--- src/rtl/core/sqlm_pkg.sv ---
// sqlm_pkg: shared types, constants and case folding for the sql pattern matcher
// no dependencies
`default_nettype none
package sqlm_pkg;
	localparam int unsigned QUEUE_DEPTH = 2;
	localparam int unsigned OUT_DEPTH   = 2;

	localparam logic [7:0] CH_QUOTE = 8'h27;
	localparam logic [7:0] CH_SEMI  = 8'h3b;
	localparam logic [7:0] CH_EQ    = 8'h3d;
	localparam logic [7:0] CH_DASH  = 8'h2d;
	localparam logic [7:0] CH_ONE   = 8'h31;

	typedef struct packed {
		logic [7:0] ch;
		logic       sp;
		logic       dot;
		logic       word;
		logic       last;
	} cls_t;

	function automatic logic [7:0] fold(input logic [7:0] b);
		logic [7:0] r;
		r = b;
		if (b >= 8'h41 && b <= 8'h5a) r = b + 8'd32;
		return r;
	endfunction
endpackage
`default_nettype wire

--- src/rtl/core/sql_injection_pattern_matcher_core.sv ---
// top level of the sql injection pattern matcher
// depends on sqlm_pkg, sqlm_front, sqlm_back
//
// channel  | handshake      | fields
// input    | push / full    | text_byte, last_byte
// result   | pop / empty    | injection_found (one per string, on its last byte)
//
// one byte per cycle sustained while the result queue has room; a byte steps the
// automaton the cycle after it is pushed, and a result can be popped from the
// following cycle. reset clears the automaton and both queues. a stalled result
// queue holds the automaton, and bytes keep entering until the input queue is full.
`default_nettype none
module sql_injection_pattern_matcher_core import sqlm_pkg::*; #(
	parameter int unsigned IN_DEPTH  = QUEUE_DEPTH,
	parameter int unsigned RES_DEPTH = OUT_DEPTH
) (
	input  wire logic       clk,
	input  wire logic       arst_n,
	input  wire logic [7:0] text_byte,
	input  wire logic       last_byte,
	input  wire logic       push,
	output logic            full,
	output logic            empty,
	input  wire logic       pop,
	output logic            injection_found
);
	logic q_valid, q_take;
	cls_t q_item;

	sqlm_front #(.DEPTH(IN_DEPTH)) u_front (
		.clk, .arst_n, .text_byte, .last_byte, .push, .full,
		.q_valid, .q_item, .q_take
	);

	sqlm_back #(.DEPTH(RES_DEPTH)) u_back (
		.clk, .arst_n, .q_valid, .q_item, .q_take, .empty, .pop, .injection_found
	);
endmodule
`default_nettype wire

--- src/rtl/core/sqlm_front.sv ---
// sqlm_front: accepts bytes, folds case and classifies them into a short queue
// depends on sqlm_pkg
`default_nettype none
module sqlm_front import sqlm_pkg::*; #(
	parameter int unsigned DEPTH = QUEUE_DEPTH
) (
	input  wire logic       clk,
	input  wire logic       arst_n,
	input  wire logic [7:0] text_byte,
	input  wire logic       last_byte,
	input  wire logic       push,
	output logic            full,
	output logic            q_valid,
	output cls_t            q_item,
	input  wire logic       q_take
);
	localparam int unsigned AW = (DEPTH > 1) ? $clog2(DEPTH) : 1;
	cls_t mem_q [DEPTH];
	logic [AW-1:0] wp_q, rp_q;
	logic [AW:0] cnt_q;
	cls_t c;
	logic wr, rd;

	always_comb begin
		c.ch   = fold(text_byte);
		c.sp   = (c.ch == 8'd32) || (c.ch >= 8'd9 && c.ch <= 8'd13);
		c.dot  = (c.ch != 8'd10) && (c.ch != 8'd13);
		c.word = (c.ch >= 8'h61 && c.ch <= 8'h7a) || (c.ch >= 8'h30 && c.ch <= 8'h39)
			|| (c.ch == 8'h5f);
		c.last = last_byte;
	end

	assign full    = (cnt_q == (AW+1)'(DEPTH));
	assign q_valid = (cnt_q != '0);
	assign q_item  = mem_q[rp_q];
	assign wr      = push && !full;
	assign rd      = q_take && q_valid;

	always_ff @(posedge clk) begin
		if (wr) mem_q[wp_q] <= c;
	end

	always_ff @(posedge clk or negedge arst_n) begin
		if (!arst_n) begin
			wp_q  <= '0;
			rp_q  <= '0;
			cnt_q <= '0;
		end else begin
			if (wr) wp_q <= (wp_q == AW'(DEPTH-1)) ? '0 : wp_q + 1'b1;
			if (rd) rp_q <= (rp_q == AW'(DEPTH-1)) ? '0 : rp_q + 1'b1;
			cnt_q <= cnt_q + (AW+1)'(wr) - (AW+1)'(rd);
		end
	end
endmodule
`default_nettype wire

--- src/rtl/core/sqlm_back.sv ---
// sqlm_back: bit-parallel position automaton for the eight patterns and result queue
// depends on sqlm_pkg
`default_nettype none
module sqlm_back import sqlm_pkg::*; #(
	parameter int unsigned DEPTH = OUT_DEPTH
) (
	input  wire logic clk,
	input  wire logic arst_n,
	input  wire logic q_valid,
	input  wire cls_t q_item,
	output logic      q_take,
	output logic      empty,
	input  wire logic pop,
	output logic      injection_found
);
	localparam int unsigned AW = (DEPTH > 1) ? $clog2(DEPTH) : 1;
	logic [12:0] o1_q, n1;
	logic [15:0] o2_q, n2;
	logic [9:0]  o3_q, n3;
	logic [24:0] o4_q, n4;
	logic [5:0]  o5_q, n5;
	logic [39:0] o6_q, n6;
	logic [4:0]  o7_q, n7;
	logic [11:0] o8_q, n8;
	logic pw_q, seen_q;
	logic res_mem_q [DEPTH];
	logic [AW-1:0] wp_q, rp_q;
	logic [AW:0] cnt_q;
	logic [7:0] c;
	logic s, dt, w, e, k, hit, step, ofull;

	function automatic logic is_c(input logic [7:0] a, input logic [7:0] b);
		return a == b;
	endfunction

	assign ofull  = (cnt_q == (AW+1)'(DEPTH));
	assign q_take = q_valid && !ofull;
	assign step   = q_take;
	assign c  = q_item.ch;
	assign s  = q_item.sp;
	assign dt = q_item.dot;
	assign w  = q_item.word;

	always_comb begin
		n1 = '0; n2 = '0; n3 = '0; n4 = '0; n5 = '0; n6 = '0; n7 = '0; n8 = '0;
		// quote or/and ... = ... --
		e = o1_q[0] | o1_q[1];
		n1[0] = is_c(c, CH_QUOTE);
		n1[1] = s && e;
		n1[2] = e && is_c(c, "o");
		n1[3] = o1_q[2] && is_c(c, "r");
		n1[4] = e && is_c(c, "a");
		n1[5] = o1_q[4] && is_c(c, "n");
		n1[6] = o1_q[5] && is_c(c, "d");
		n1[7] = s && (o1_q[3] | o1_q[6] | o1_q[7]);
		e = o1_q[7] | o1_q[8];
		n1[8] = dt && e;
		n1[9] = is_c(c, CH_EQ) && e;
		e = o1_q[9] | o1_q[10];
		n1[10] = dt && e;
		n1[11] = is_c(c, CH_DASH) && e;
		n1[12] = is_c(c, CH_DASH) && o1_q[11];
		// union select, optionally union all select
		n2[0] = is_c(c, "u");
		n2[1] = o2_q[0] && is_c(c, "n");
		n2[2] = o2_q[1] && is_c(c, "i");
		n2[3] = o2_q[2] && is_c(c, "o");
		n2[4] = o2_q[3] && is_c(c, "n");
		n2[5] = s && (o2_q[4] | o2_q[5]);
		n2[6] = o2_q[5] && is_c(c, "a");
		n2[7] = o2_q[6] && is_c(c, "l");
		n2[8] = o2_q[7] && is_c(c, "l");
		n2[9] = s && (o2_q[8] | o2_q[9]);
		e = o2_q[5] | o2_q[9];
		n2[10] = e && is_c(c, "s");
		n2[11] = o2_q[10] && is_c(c, "e");
		n2[12] = o2_q[11] && is_c(c, "l");
		n2[13] = o2_q[12] && is_c(c, "e");
		n2[14] = o2_q[13] && is_c(c, "c");
		n2[15] = o2_q[14] && is_c(c, "t");
		// drop table
		n3[0] = is_c(c, "d");
		n3[1] = o3_q[0] && is_c(c, "r");
		n3[2] = o3_q[1] && is_c(c, "o");
		n3[3] = o3_q[2] && is_c(c, "p");
		n3[4] = s && (o3_q[3] | o3_q[4]);
		n3[5] = o3_q[4] && is_c(c, "t");
		n3[6] = o3_q[5] && is_c(c, "a");
		n3[7] = o3_q[6] && is_c(c, "b");
		n3[8] = o3_q[7] && is_c(c, "l");
		n3[9] = o3_q[8] && is_c(c, "e");
		// semicolon keyword
		e = o4_q[0] | o4_q[1];
		n4[0] = is_c(c, CH_SEMI);
		n4[1] = s && e;
		n4[2] = e && is_c(c, "d");
		n4[3] = o4_q[2] && is_c(c, "e");
		n4[4] = o4_q[3] && is_c(c, "l");
		n4[5] = o4_q[4] && is_c(c, "e");
		n4[6] = o4_q[5] && is_c(c, "t");
		n4[7] = o4_q[6] && is_c(c, "e");
		n4[8] = e && is_c(c, "d");
		n4[9] = o4_q[8] && is_c(c, "r");
		n4[10] = o4_q[9] && is_c(c, "o");
		n4[11] = o4_q[10] && is_c(c, "p");
		n4[12] = e && is_c(c, "i");
		n4[13] = o4_q[12] && is_c(c, "n");
		n4[14] = o4_q[13] && is_c(c, "s");
		n4[15] = o4_q[14] && is_c(c, "e");
		n4[16] = o4_q[15] && is_c(c, "r");
		n4[17] = o4_q[16] && is_c(c, "t");
		n4[18] = e && is_c(c, "u");
		n4[19] = o4_q[18] && is_c(c, "p");
		n4[20] = o4_q[19] && is_c(c, "d");
		n4[21] = o4_q[20] && is_c(c, "a");
		n4[22] = o4_q[21] && is_c(c, "t");
		n4[23] = o4_q[22] && is_c(c, "e");
		n4[24] = s && (o4_q[7] | o4_q[11] | o4_q[17] | o4_q[23]);
		// quote ; --
		e = o5_q[0] | o5_q[1];
		n5[0] = is_c(c, CH_QUOTE);
		n5[1] = s && e;
		n5[2] = is_c(c, CH_SEMI) && e;
		e = o5_q[2] | o5_q[3];
		n5[3] = s && e;
		n5[4] = is_c(c, CH_DASH) && e;
		n5[5] = is_c(c, CH_DASH) && o5_q[4];
		// keyword ... from/into/set
		n6[0] = !pw_q && is_c(c, "s");
		n6[1] = o6_q[0] && is_c(c, "e");
		n6[2] = o6_q[1] && is_c(c, "l");
		n6[3] = o6_q[2] && is_c(c, "e");
		n6[4] = o6_q[3] && is_c(c, "c");
		n6[5] = o6_q[4] && is_c(c, "t");
		n6[6] = !pw_q && is_c(c, "i");
		n6[7] = o6_q[6] && is_c(c, "n");
		n6[8] = o6_q[7] && is_c(c, "s");
		n6[9] = o6_q[8] && is_c(c, "e");
		n6[10] = o6_q[9] && is_c(c, "r");
		n6[11] = o6_q[10] && is_c(c, "t");
		n6[12] = !pw_q && is_c(c, "u");
		n6[13] = o6_q[12] && is_c(c, "p");
		n6[14] = o6_q[13] && is_c(c, "d");
		n6[15] = o6_q[14] && is_c(c, "a");
		n6[16] = o6_q[15] && is_c(c, "t");
		n6[17] = o6_q[16] && is_c(c, "e");
		n6[18] = !pw_q && is_c(c, "d");
		n6[19] = o6_q[18] && is_c(c, "e");
		n6[20] = o6_q[19] && is_c(c, "l");
		n6[21] = o6_q[20] && is_c(c, "e");
		n6[22] = o6_q[21] && is_c(c, "t");
		n6[23] = o6_q[22] && is_c(c, "e");
		k = o6_q[5] | o6_q[11] | o6_q[17] | o6_q[23];
		n6[24] = dt && ((k && !w) || o6_q[24]);
		n6[25] = (is_c(c, CH_QUOTE) || is_c(c, CH_SEMI)) && (k || o6_q[24]);
		n6[26] = is_c(c, CH_DASH);
		n6[27] = is_c(c, CH_DASH) && o6_q[26];
		e = o6_q[25] | o6_q[27] | o6_q[28];
		n6[28] = dt && e;
		e = e && !pw_q;
		n6[29] = e && is_c(c, "f");
		n6[30] = o6_q[29] && is_c(c, "r");
		n6[31] = o6_q[30] && is_c(c, "o");
		n6[32] = o6_q[31] && is_c(c, "m");
		n6[33] = e && is_c(c, "i");
		n6[34] = o6_q[33] && is_c(c, "n");
		n6[35] = o6_q[34] && is_c(c, "t");
		n6[36] = o6_q[35] && is_c(c, "o");
		n6[37] = e && is_c(c, "s");
		n6[38] = o6_q[37] && is_c(c, "e");
		n6[39] = o6_q[38] && is_c(c, "t");
		// 1 = 1
		e = o7_q[0] | o7_q[1];
		n7[0] = is_c(c, CH_ONE);
		n7[1] = s && e;
		n7[2] = is_c(c, CH_EQ) && e;
		e = o7_q[2] | o7_q[3];
		n7[3] = s && e;
		n7[4] = is_c(c, CH_ONE) && e;
		// quote or quote = quote
		e = o8_q[0] | o8_q[1];
		n8[0] = is_c(c, CH_QUOTE);
		n8[1] = s && e;
		n8[2] = e && is_c(c, "o");
		n8[3] = o8_q[2] && is_c(c, "r");
		n8[4] = s && (o8_q[3] | o8_q[4]);
		n8[5] = is_c(c, CH_QUOTE) && o8_q[4];
		e = o8_q[5] | o8_q[6];
		n8[6] = dt && e;
		n8[7] = is_c(c, CH_QUOTE) && e;
		e = o8_q[7] | o8_q[8];
		n8[8] = s && e;
		n8[9] = is_c(c, CH_EQ) && e;
		e = o8_q[9] | o8_q[10];
		n8[10] = s && e;
		n8[11] = is_c(c, CH_QUOTE) && e;

		hit = n1[12] | n2[15] | n3[9] | n4[24] | n5[5] | n7[4] | n8[11]
			| (!w && (o6_q[32] | o6_q[36] | o6_q[39]))
			| (q_item.last && (n6[32] | n6[36] | n6[39]));
	end

	assign empty = (cnt_q == '0);
	assign injection_found = res_mem_q[rp_q];

	always_ff @(posedge clk) begin
		if (step && q_item.last) res_mem_q[wp_q] <= seen_q | hit;
	end

	always_ff @(posedge clk or negedge arst_n) begin
		if (!arst_n) begin
			o1_q <= '0; o2_q <= '0; o3_q <= '0; o4_q <= '0;
			o5_q <= '0; o6_q <= '0; o7_q <= '0; o8_q <= '0;
			pw_q <= 1'b0; seen_q <= 1'b0;
			wp_q <= '0; rp_q <= '0; cnt_q <= '0;
		end else begin
			if (step) begin
				if (q_item.last) begin
					o1_q <= '0; o2_q <= '0; o3_q <= '0; o4_q <= '0;
					o5_q <= '0; o6_q <= '0; o7_q <= '0; o8_q <= '0;
					pw_q <= 1'b0; seen_q <= 1'b0;
					wp_q <= (wp_q == AW'(DEPTH-1)) ? '0 : wp_q + 1'b1;
				end else begin
					o1_q <= n1; o2_q <= n2; o3_q <= n3; o4_q <= n4;
					o5_q <= n5; o6_q <= n6; o7_q <= n7; o8_q <= n8;
					pw_q <= w; seen_q <= seen_q | hit;
				end
			end
			if (pop && !empty) rp_q <= (rp_q == AW'(DEPTH-1)) ? '0 : rp_q + 1'b1;
			cnt_q <= cnt_q + (AW+1)'(step && q_item.last) - (AW+1)'(pop && !empty);
		end
	end
endmodule
`default_nettype wire

--- config.mk ---
export PLATFORM = sky130hd
export DESIGN_NAME = sql_injection_pattern_matcher_core
export DESIGN_NICKNAME = d
export VERILOG_FILES = /design/src/rtl/core/sqlm_pkg.sv /design/src/rtl/core/sql_injection_pattern_matcher_core.sv /design/src/rtl/core/sqlm_front.sv /design/src/rtl/core/sqlm_back.sv
export SDC_FILE = /design/constraint.sdc
export NUM_CORES = 1
export LEC_CHECK = 0
export ABC_CLOCK_PERIOD_IN_PS = 7050
export BUFFER_PORTS_ARGS = -buffer_cell sky130_fd_sc_hd__clkbuf_2
export CORE_MARGIN = 2
export CORE_UTILIZATION = 50
export CTS_CLUSTER_SIZE = 20
export DETAILED_ROUTE_END_ITERATION = 10
export PLACE_DENSITY_LB_ADDON = 0.1
export REMOVE_ABC_BUFFERS = 1
export SYNTH_ARGS = -nofsm -noshare
export SYNTH_HDL_FRONTEND = slang
export SYNTH_HIERARCHICAL = 1
export SYNTH_SLANG_ARGS = --single-unit
--- constraint.sdc ---
create_clock -name clk -period 7.05 [get_ports clk]
set_input_delay 0.705 -clock clk [delete_from_list [all_inputs] [get_ports clk]]
set_output_delay 0.705 -clock clk [all_outputs]
set_load 0.02 [all_outputs]
==> results.sh, run 1 <==
export IMPL_nets=524
export IMPL_totalWireLength_mm=12.8
export IMPL_drt_first_pass_iters=4
export IMPL_mostFrequentLayoutCell="dfrtp_1"
export IMPL_yosys_most_used_dff="dfrtp_1"
export IMPL_antenna_found_initial=0
export IMPL_cap_violations=0
export IMPL_synthCells=498
export IMPL_drtIter0Drc=383
export IMPL_crit_type="reg -> reg"
export IMPL_setup_violations=0
export IMPL_start_util=0.506
export IMPL_clock_sinks=153
export IMPL_cts_buffers=17
export IMPL_layout_drive_gt1_share=0.154
export IMPL_maxSlewViolCount=0
export IMPL_clock_root_buffer="clkbuf_16"
export IMPL_max_freq_ghz=0.287
export IMPL_ant_nets=0
export IMPL_grt_busiest_layer="met2"
export IMPL_rr_worst_depth=9
export IMPL_use_met3=0.0581
export IMPL_die_h_um=116
export IMPL_critPathCapture="u_front/cnt_q[1]"
export IMPL_crit_start="u_front/cnt_q[1]"
export IMPL_worst_ir_drop_vdd_mv=0.360
export IMPL_grt_ovfl_total=0
export IMPL_synth_seq_cells=153
export IMPL_syn_to_final_growth_pct=11.8
export IMPL_clockBufferDepth=2
export IMPL_track_usage=0.210
export IMPL_period_needed_ns=3.48
export IMPL_postCtsSetupRepairBufs=0
export IMPL_via_per_inst=5.77
export IMPL_die_area_um2=13500
export IMPL_synth_cell_types=59
export IMPL_core_area_um2=12500
export IMPL_cts_tree="yes"
export IMPL_n_antenna_cell=0
export IMPL_grt_max_degree=107
export IMPL_arrival_ns=3.81
export IMPL_leakagePower_nw=3.15
export IMPL_yosysWarnings=6
export IMPL_power_density_nw_per_um2=353
export IMPL_required_ns=7.38
export IMPL_cts_resized=0
export IMPL_hold_violations=0
export IMPL_fin_worst_skew_ns=0.00765
export IMPL_syn_area_um2=6310
export IMPL_globalRouteMet1Util=0.293
export IMPL_grt_pass1_wl_mm=21.1
export IMPL_ys_async_sr_fraction=0.830
export IMPL_clk_latency_ns=0.42
export IMPL_h_tree_depth=4
export IMPL_hpwlAfterDp_mm=8.37
export IMPL_end_kind="flip-flop"
export IMPL_avgRoutedWirePerCell_um=18.5
export IMPL_nFillCells=1036
export IMPL_relSlewSlack=0.187
export IMPL_final_cells=691
export IMPL_grt_use_met2=0.314
export IMPL_status="complete, no violations"
export IMPL_rows=41
export IMPL_dp_cells=659
export IMPL_syn_area_per_cell_um2=12.7
export IMPL_rr_startpoint="u_front/cnt_q[1]"
export IMPL_place_congestion=0.938
export IMPL_period_share=0.494
export IMPL_r2r_end="u_front/cnt_q[1]"
export IMPL_tightest_slew_ns=1.21
export IMPL_clkTransAtPathRegs_ns=0.06
export IMPL_setup_tns_ns=0
export IMPL_vias=3985
export IMPL_port_buffers=15
export IMPL_grt_pass1_vias=3925
export IMPL_r2r_slack_ns=3.57
export IMPL_path_max_fanout=106
export IMPL_postCtsHoldBufs=0
export IMPL_startpoint_type="flip-flop"
export IMPL_layout_common_cells="dfrtp_1 (127), a22o_1 (73), nor2_1 (39), nand2_1 (27)"
export IMPL_die_x_um=116
export IMPL_synth_edf_count=26
export IMPL_ys_seq_area_frac=0.628
export IMPL_hold_class="in -> async"
export IMPL_drcViolationCount=0
export IMPL_rsz0062_at_grt="no"
export IMPL_pin_count=16
[registers in the layout, indices dropped and copies added (netlist names), 2 cells and up]
name	flops
u_back/cnt_q	2
u_back/o1_q	12
u_back/o2_q	15
u_back/o3_q	9
u_back/o4_q	23
u_back/o5_q	4
u_back/o6_q	40
u_back/o7_q	4
u_back/o8_q	10
u_back/res_mem_q	2
u_front/cnt_q	2
u_front/mem_q	24
[how the worst min path moves through the flow]
stage / start / endpoint / slack, ns / cells past startpoint
after floorplan: arst_n / u_back/cnt_q[0] / 0.41 / 0
after global placement: u_back/o6_q[32] / u_back/o6_q[32] / 0.46 / 2
after detailed placement: u_back/o6_q[32] / u_back/o6_q[32] / 0.47 / 2
after CTS: arst_n / u_back/o4_q[5] / 0.41 / 1
after global routing: last_byte / u_front/mem_q[1][0] / 0.45 / 1
final: arst_n / u_back/o4_q[5] / 0.39 / 1
[worst max-delay path: stages (launching register included)]
cell and delay [ns]:
dfrtp_1 0.40, or2_2 0.33, nand2b_4 0.81, inv_1 0.67
and2_1 0.35, ha_1 0.28, inv_1 0.04, ha_1 0.17
xnor2_1 0.17, xnor2_1 0.16
[power breakdown]
part	leakage (nW)	switching, mW	total, mW	internal (mW)
combinational	0.866	0.446	0.606	0.160
clock	0.284	0.337	0.865	0.528
sequential	2.00	0.0441	1.02	0.972
[cell usage after synthesis (11+ instances only)]
library cell / instances / area share
nor3_1: 11 / 0.0087
a21oi_1: 26 / 0.021
o21ai_0: 16 / 0.013
inv_1: 11 / 0.0065
edfxtp_1: 26 / 0.12
nand2_1: 27 / 0.016
clkbuf_1: 11 / 0.0065
nor2_1: 39 / 0.023
a22o_1: 73 / 0.10
mux2_2: 14 / 0.025
buf_2: 12 / 0.0095
dfrtp_1: 127 / 0.50
[final cells by class]
class	count	area, um2	share of cell area
Sequential cell	153	3960	0.562
Multi-Input combinational cell	307	2170	0.308
Clock buffer	27	546	0.0774
Tap cell	172	215	0.0305
Timing Repair Buffer	16	85.1	0.0121
Inverter	11	41.3	0.00586
Clock inverter	5	28.8	0.00408
[per-stage QoR]
step / cell area (um2) / utilization / worst slack [ns] / power (mW) / hold slack, ns
floorplan: 6170 / - / 2.40 / 1.44 / 0.409
global placement: 6470 / 0.519 / 3.61 / 1.63 / 0.457
detailed placement: 6470 / 0.519 / 3.54 / 1.64 / 0.466
CTS: 7050 / 0.565 / 3.52 / 2.51 / 0.409
global route: 7050 / 0.565 / 3.25 / 2.62 / 0.452
finish: 7050 / 0.565 / 3.57 / 2.49 / 0.386
[cell families after synthesis]
family / count (synthesis) / synth area share
AO/OA/AOI/OAI: 141 / 0.172
XOR/XNOR: 8 / 0.0111
adder cells (fa/ha/maj): 5 / 0.00992
buffers and inverters: 38 / 0.0286
flip-flops: 153 / 0.628
multiplexers: 14 / 0.0250
AND/OR/NAND/NOR: 139 / 0.126
[layer usage]
layer | routed length, um | share of wire | vias up
li1 | - | - | 1860
met4 | 241 | 0.019 | 0
met1 | 6010 | 0.47 | 2039
met3 | 523 | 0.041 | 16
met2 | 6030 | 0.47 | 70
met5 | 0 | 0 | -
Power figures use the tool's default switching activity.
==> run 2, diff against run 1 <==
--- a/config.mk
+++ b/config.mk
@@ -5,7 +5,7 @@
 export SDC_FILE = /design/constraint.sdc
 export NUM_CORES = 1
 export LEC_CHECK = 0
-export ABC_CLOCK_PERIOD_IN_PS = 7050
+export ABC_CLOCK_PERIOD_IN_PS = 2800
 export BUFFER_PORTS_ARGS = -buffer_cell sky130_fd_sc_hd__clkbuf_2
 export CORE_MARGIN = 2
 export CORE_UTILIZATION = 50
==> constraint.sdc (replaced) <==
create_clock -name clk -period 2.8 [get_ports clk]
set_input_delay 0.28 -clock clk [delete_from_list [all_inputs] [get_ports clk]]
set_output_delay 0.28 -clock clk [all_outputs]
set_load 0.02 [all_outputs]
==> results.sh, run 2 (synthesis gave the netlist of run 1 again) <==
export IMPL_largest_register_ffs=40
export IMPL_rsz0062_at_grt="no"
export IMPL_maxSlewViolCount=0
export IMPL_stdcell_area_um2=7240
export IMPL_required_ns=3.15
export IMPL_grt_ovfl_total=0
export IMPL_vias=4065
export IMPL_place_congestion=0.869
export IMPL_grt_pass1_wl_mm=21.4
export IMPL_syn_to_final_growth_pct=14.8
export IMPL_final_cells=710
export IMPL_start_util=0.506
export IMPL_port_buffers=15
export IMPL_drtIter0Drc=306
export IMPL_avgRoutedWirePerCell_um=18.6
export IMPL_layout_common_cells="dfrtp_1 (127), a22o_1 (73), nor2_1 (39), nand2_1 (27)"
export IMPL_place_area_um2=6640
export IMPL_path_cells="buf_4 -> mux2_2 -> or4_4 -> nor4_4 -> a22o_1"
export IMPL_period_needed_ns=2.55
export IMPL_setup_violations=0
export IMPL_die_h_um=116
export IMPL_clock_root_buffer="clkbuf_16"
export IMPL_hpwlAfterDp_mm=9.00
export IMPL_cts_tree="yes"
export IMPL_track_usage=0.213
export IMPL_layout_drive_gt1_share=0.186
export IMPL_clkTransAtPathRegs_ns=0.06
export IMPL_dp_cells=677
export IMPL_nets=543
export IMPL_die_x_um=116
export IMPL_clk_latency_ns=0.42
export IMPL_fin_worst_skew_ns=0.00789
export IMPL_crit_type="reg -> reg"
export IMPL_regMostFlops="u_back/o6_q"
export IMPL_reg_top3="u_back/o6_q (40), u_front/mem_q (24), u_back/o4_q (23)"
export IMPL_hold_violations=0
export IMPL_rows=41
export IMPL_period_share=0.912
export IMPL_hold_class="in -> reg"
export IMPL_crit_slowest_cell="or4_4"
export IMPL_finalPower_mw=6.54
export IMPL_tightest_slew_ns=0.967
export IMPL_die_area_um2=13500
export IMPL_core_area_um2=12500
export IMPL_via_per_inst=5.73
export IMPL_antenna_found_initial=0
export IMPL_status="complete, no violations"
export IMPL_grt_pass1_vias=3956
export IMPL_relSlewSlack=0.350
export IMPL_pin_count=16
export IMPL_startpoint_type="flip-flop"
export IMPL_cap_violations=0
export IMPL_max_freq_ghz=0.392
export IMPL_path_max_fanout=10
export IMPL_drcViolationCount=0
export IMPL_mostFrequentLayoutCell="dfrtp_1"
export IMPL_leakagePower_nw=3.24
export IMPL_totalWireLength_mm=13.2
export IMPL_clockBufferDepth=2
export IMPL_grt_max_degree=54
export IMPL_arrival_ns=2.91
export IMPL_worst_ir_drop_vdd_mv=0.717
export IMPL_cts_buffers=17
export IMPL_h_tree_depth=4
export IMPL_n_antenna_cell=0
export IMPL_end_kind="flip-flop"
export IMPL_clock_sinks=153
export IMPL_max_stage_delay_ns=0.65
export IMPL_drt_first_pass_iters=4
export IMPL_ant_nets=0
export IMPL_power_density_nw_per_um2=904
-- run 2: cell count changes in the layout (fill, tap and decap cells not counted), sizes merged --
cell	before	now
buf	2	20
bufinv	0	3
clkbuf	41	32
clkinv	3	7
clkinvlp	1	4
dlygate4sd3	0	1
inv	12	11
-- run 2: layer usage --
layer / wire, um / GRT usage / vias to the layer above
met2: 6200 / 0.321 / 68
li1: - / - / 1901
met5: 0 / 0 / -
met3: 396 / 0.0457 / 17
met4: 248 / 0.0960 / 0
met1: 6370 / 0.299 / 2079
-- run 2: final timing paths --
path | cells after the start | endpoint | slack, ns | from
max | 5 | u_back/o2_q[6] | 0.25 | u_front/rp_q
min | 1 | u_front/mem_q[1][0] | 0.07 | last_byte
max reg2reg | 5 | u_back/o2_q[6] | 0.25 | u_front/rp_q
min reg2reg | 2 | u_back/o2_q[0] | 0.48 | u_back/o2_q[0]
max in group asynchronous | 3 | u_front/wp_q | 1.64 | arst_n
min in group asynchronous | 2 | u_back/o6_q[20] | 0.46 | arst_n
-- run 2: power breakdown --
group          switching [mW]  leakage, nW  internal, mW  total, mW
sequential             0.0995         2.00          2.45       2.55
clock                   0.876        0.277          1.39       2.26
combinational            1.19        0.968         0.544       1.74
total                    2.17         3.24          4.38       6.54
-- run 2: area by class of cell --
cell class / count / area, um2
Fill cell: 1028 / 5230
Sequential cell: 153 / 3960
Multi-Input combinational cell: 307 / 2180
Clock buffer: 18 / 429
Timing Repair Buffer: 35 / 255
Tap cell: 172 / 215
Clock inverter: 14 / 156
Inverter: 11 / 41.3
-- run 2: worst max-delay path, delay by kind of cell (launching register included) --
kind	cells	cell delay, ns
simple gates	2	1.05
flops	1	0.58
mux	1	0.44
buf+inv	1	0.21
compound gates	1	0.21
-- run 2: timing repair --
| action | CTS | global route |
|---|---|---|
| endpoints found under the hold margin | 51 | 0 |
| resized for setup | 0 | 1 |
| setup buffers | 0 | 0 |
| setup endpoints to repair | 0 | 2 |
| hold buffers | 1 | 0 |
-- run 2: through the flow --
stage               setup TNS [ns]  setup WS [ns]   util  hold WS, ns
floorplan                   -57.94          -1.85      -      -0.0156
global placement                 0          0.147  0.532        0.368
detailed placement               0         0.0705  0.532        0.378
global route                     0          0.139  0.581       0.0631
CTS                              0         0.0608  0.580       0.0474
finish                           0          0.246  0.581       0.0669
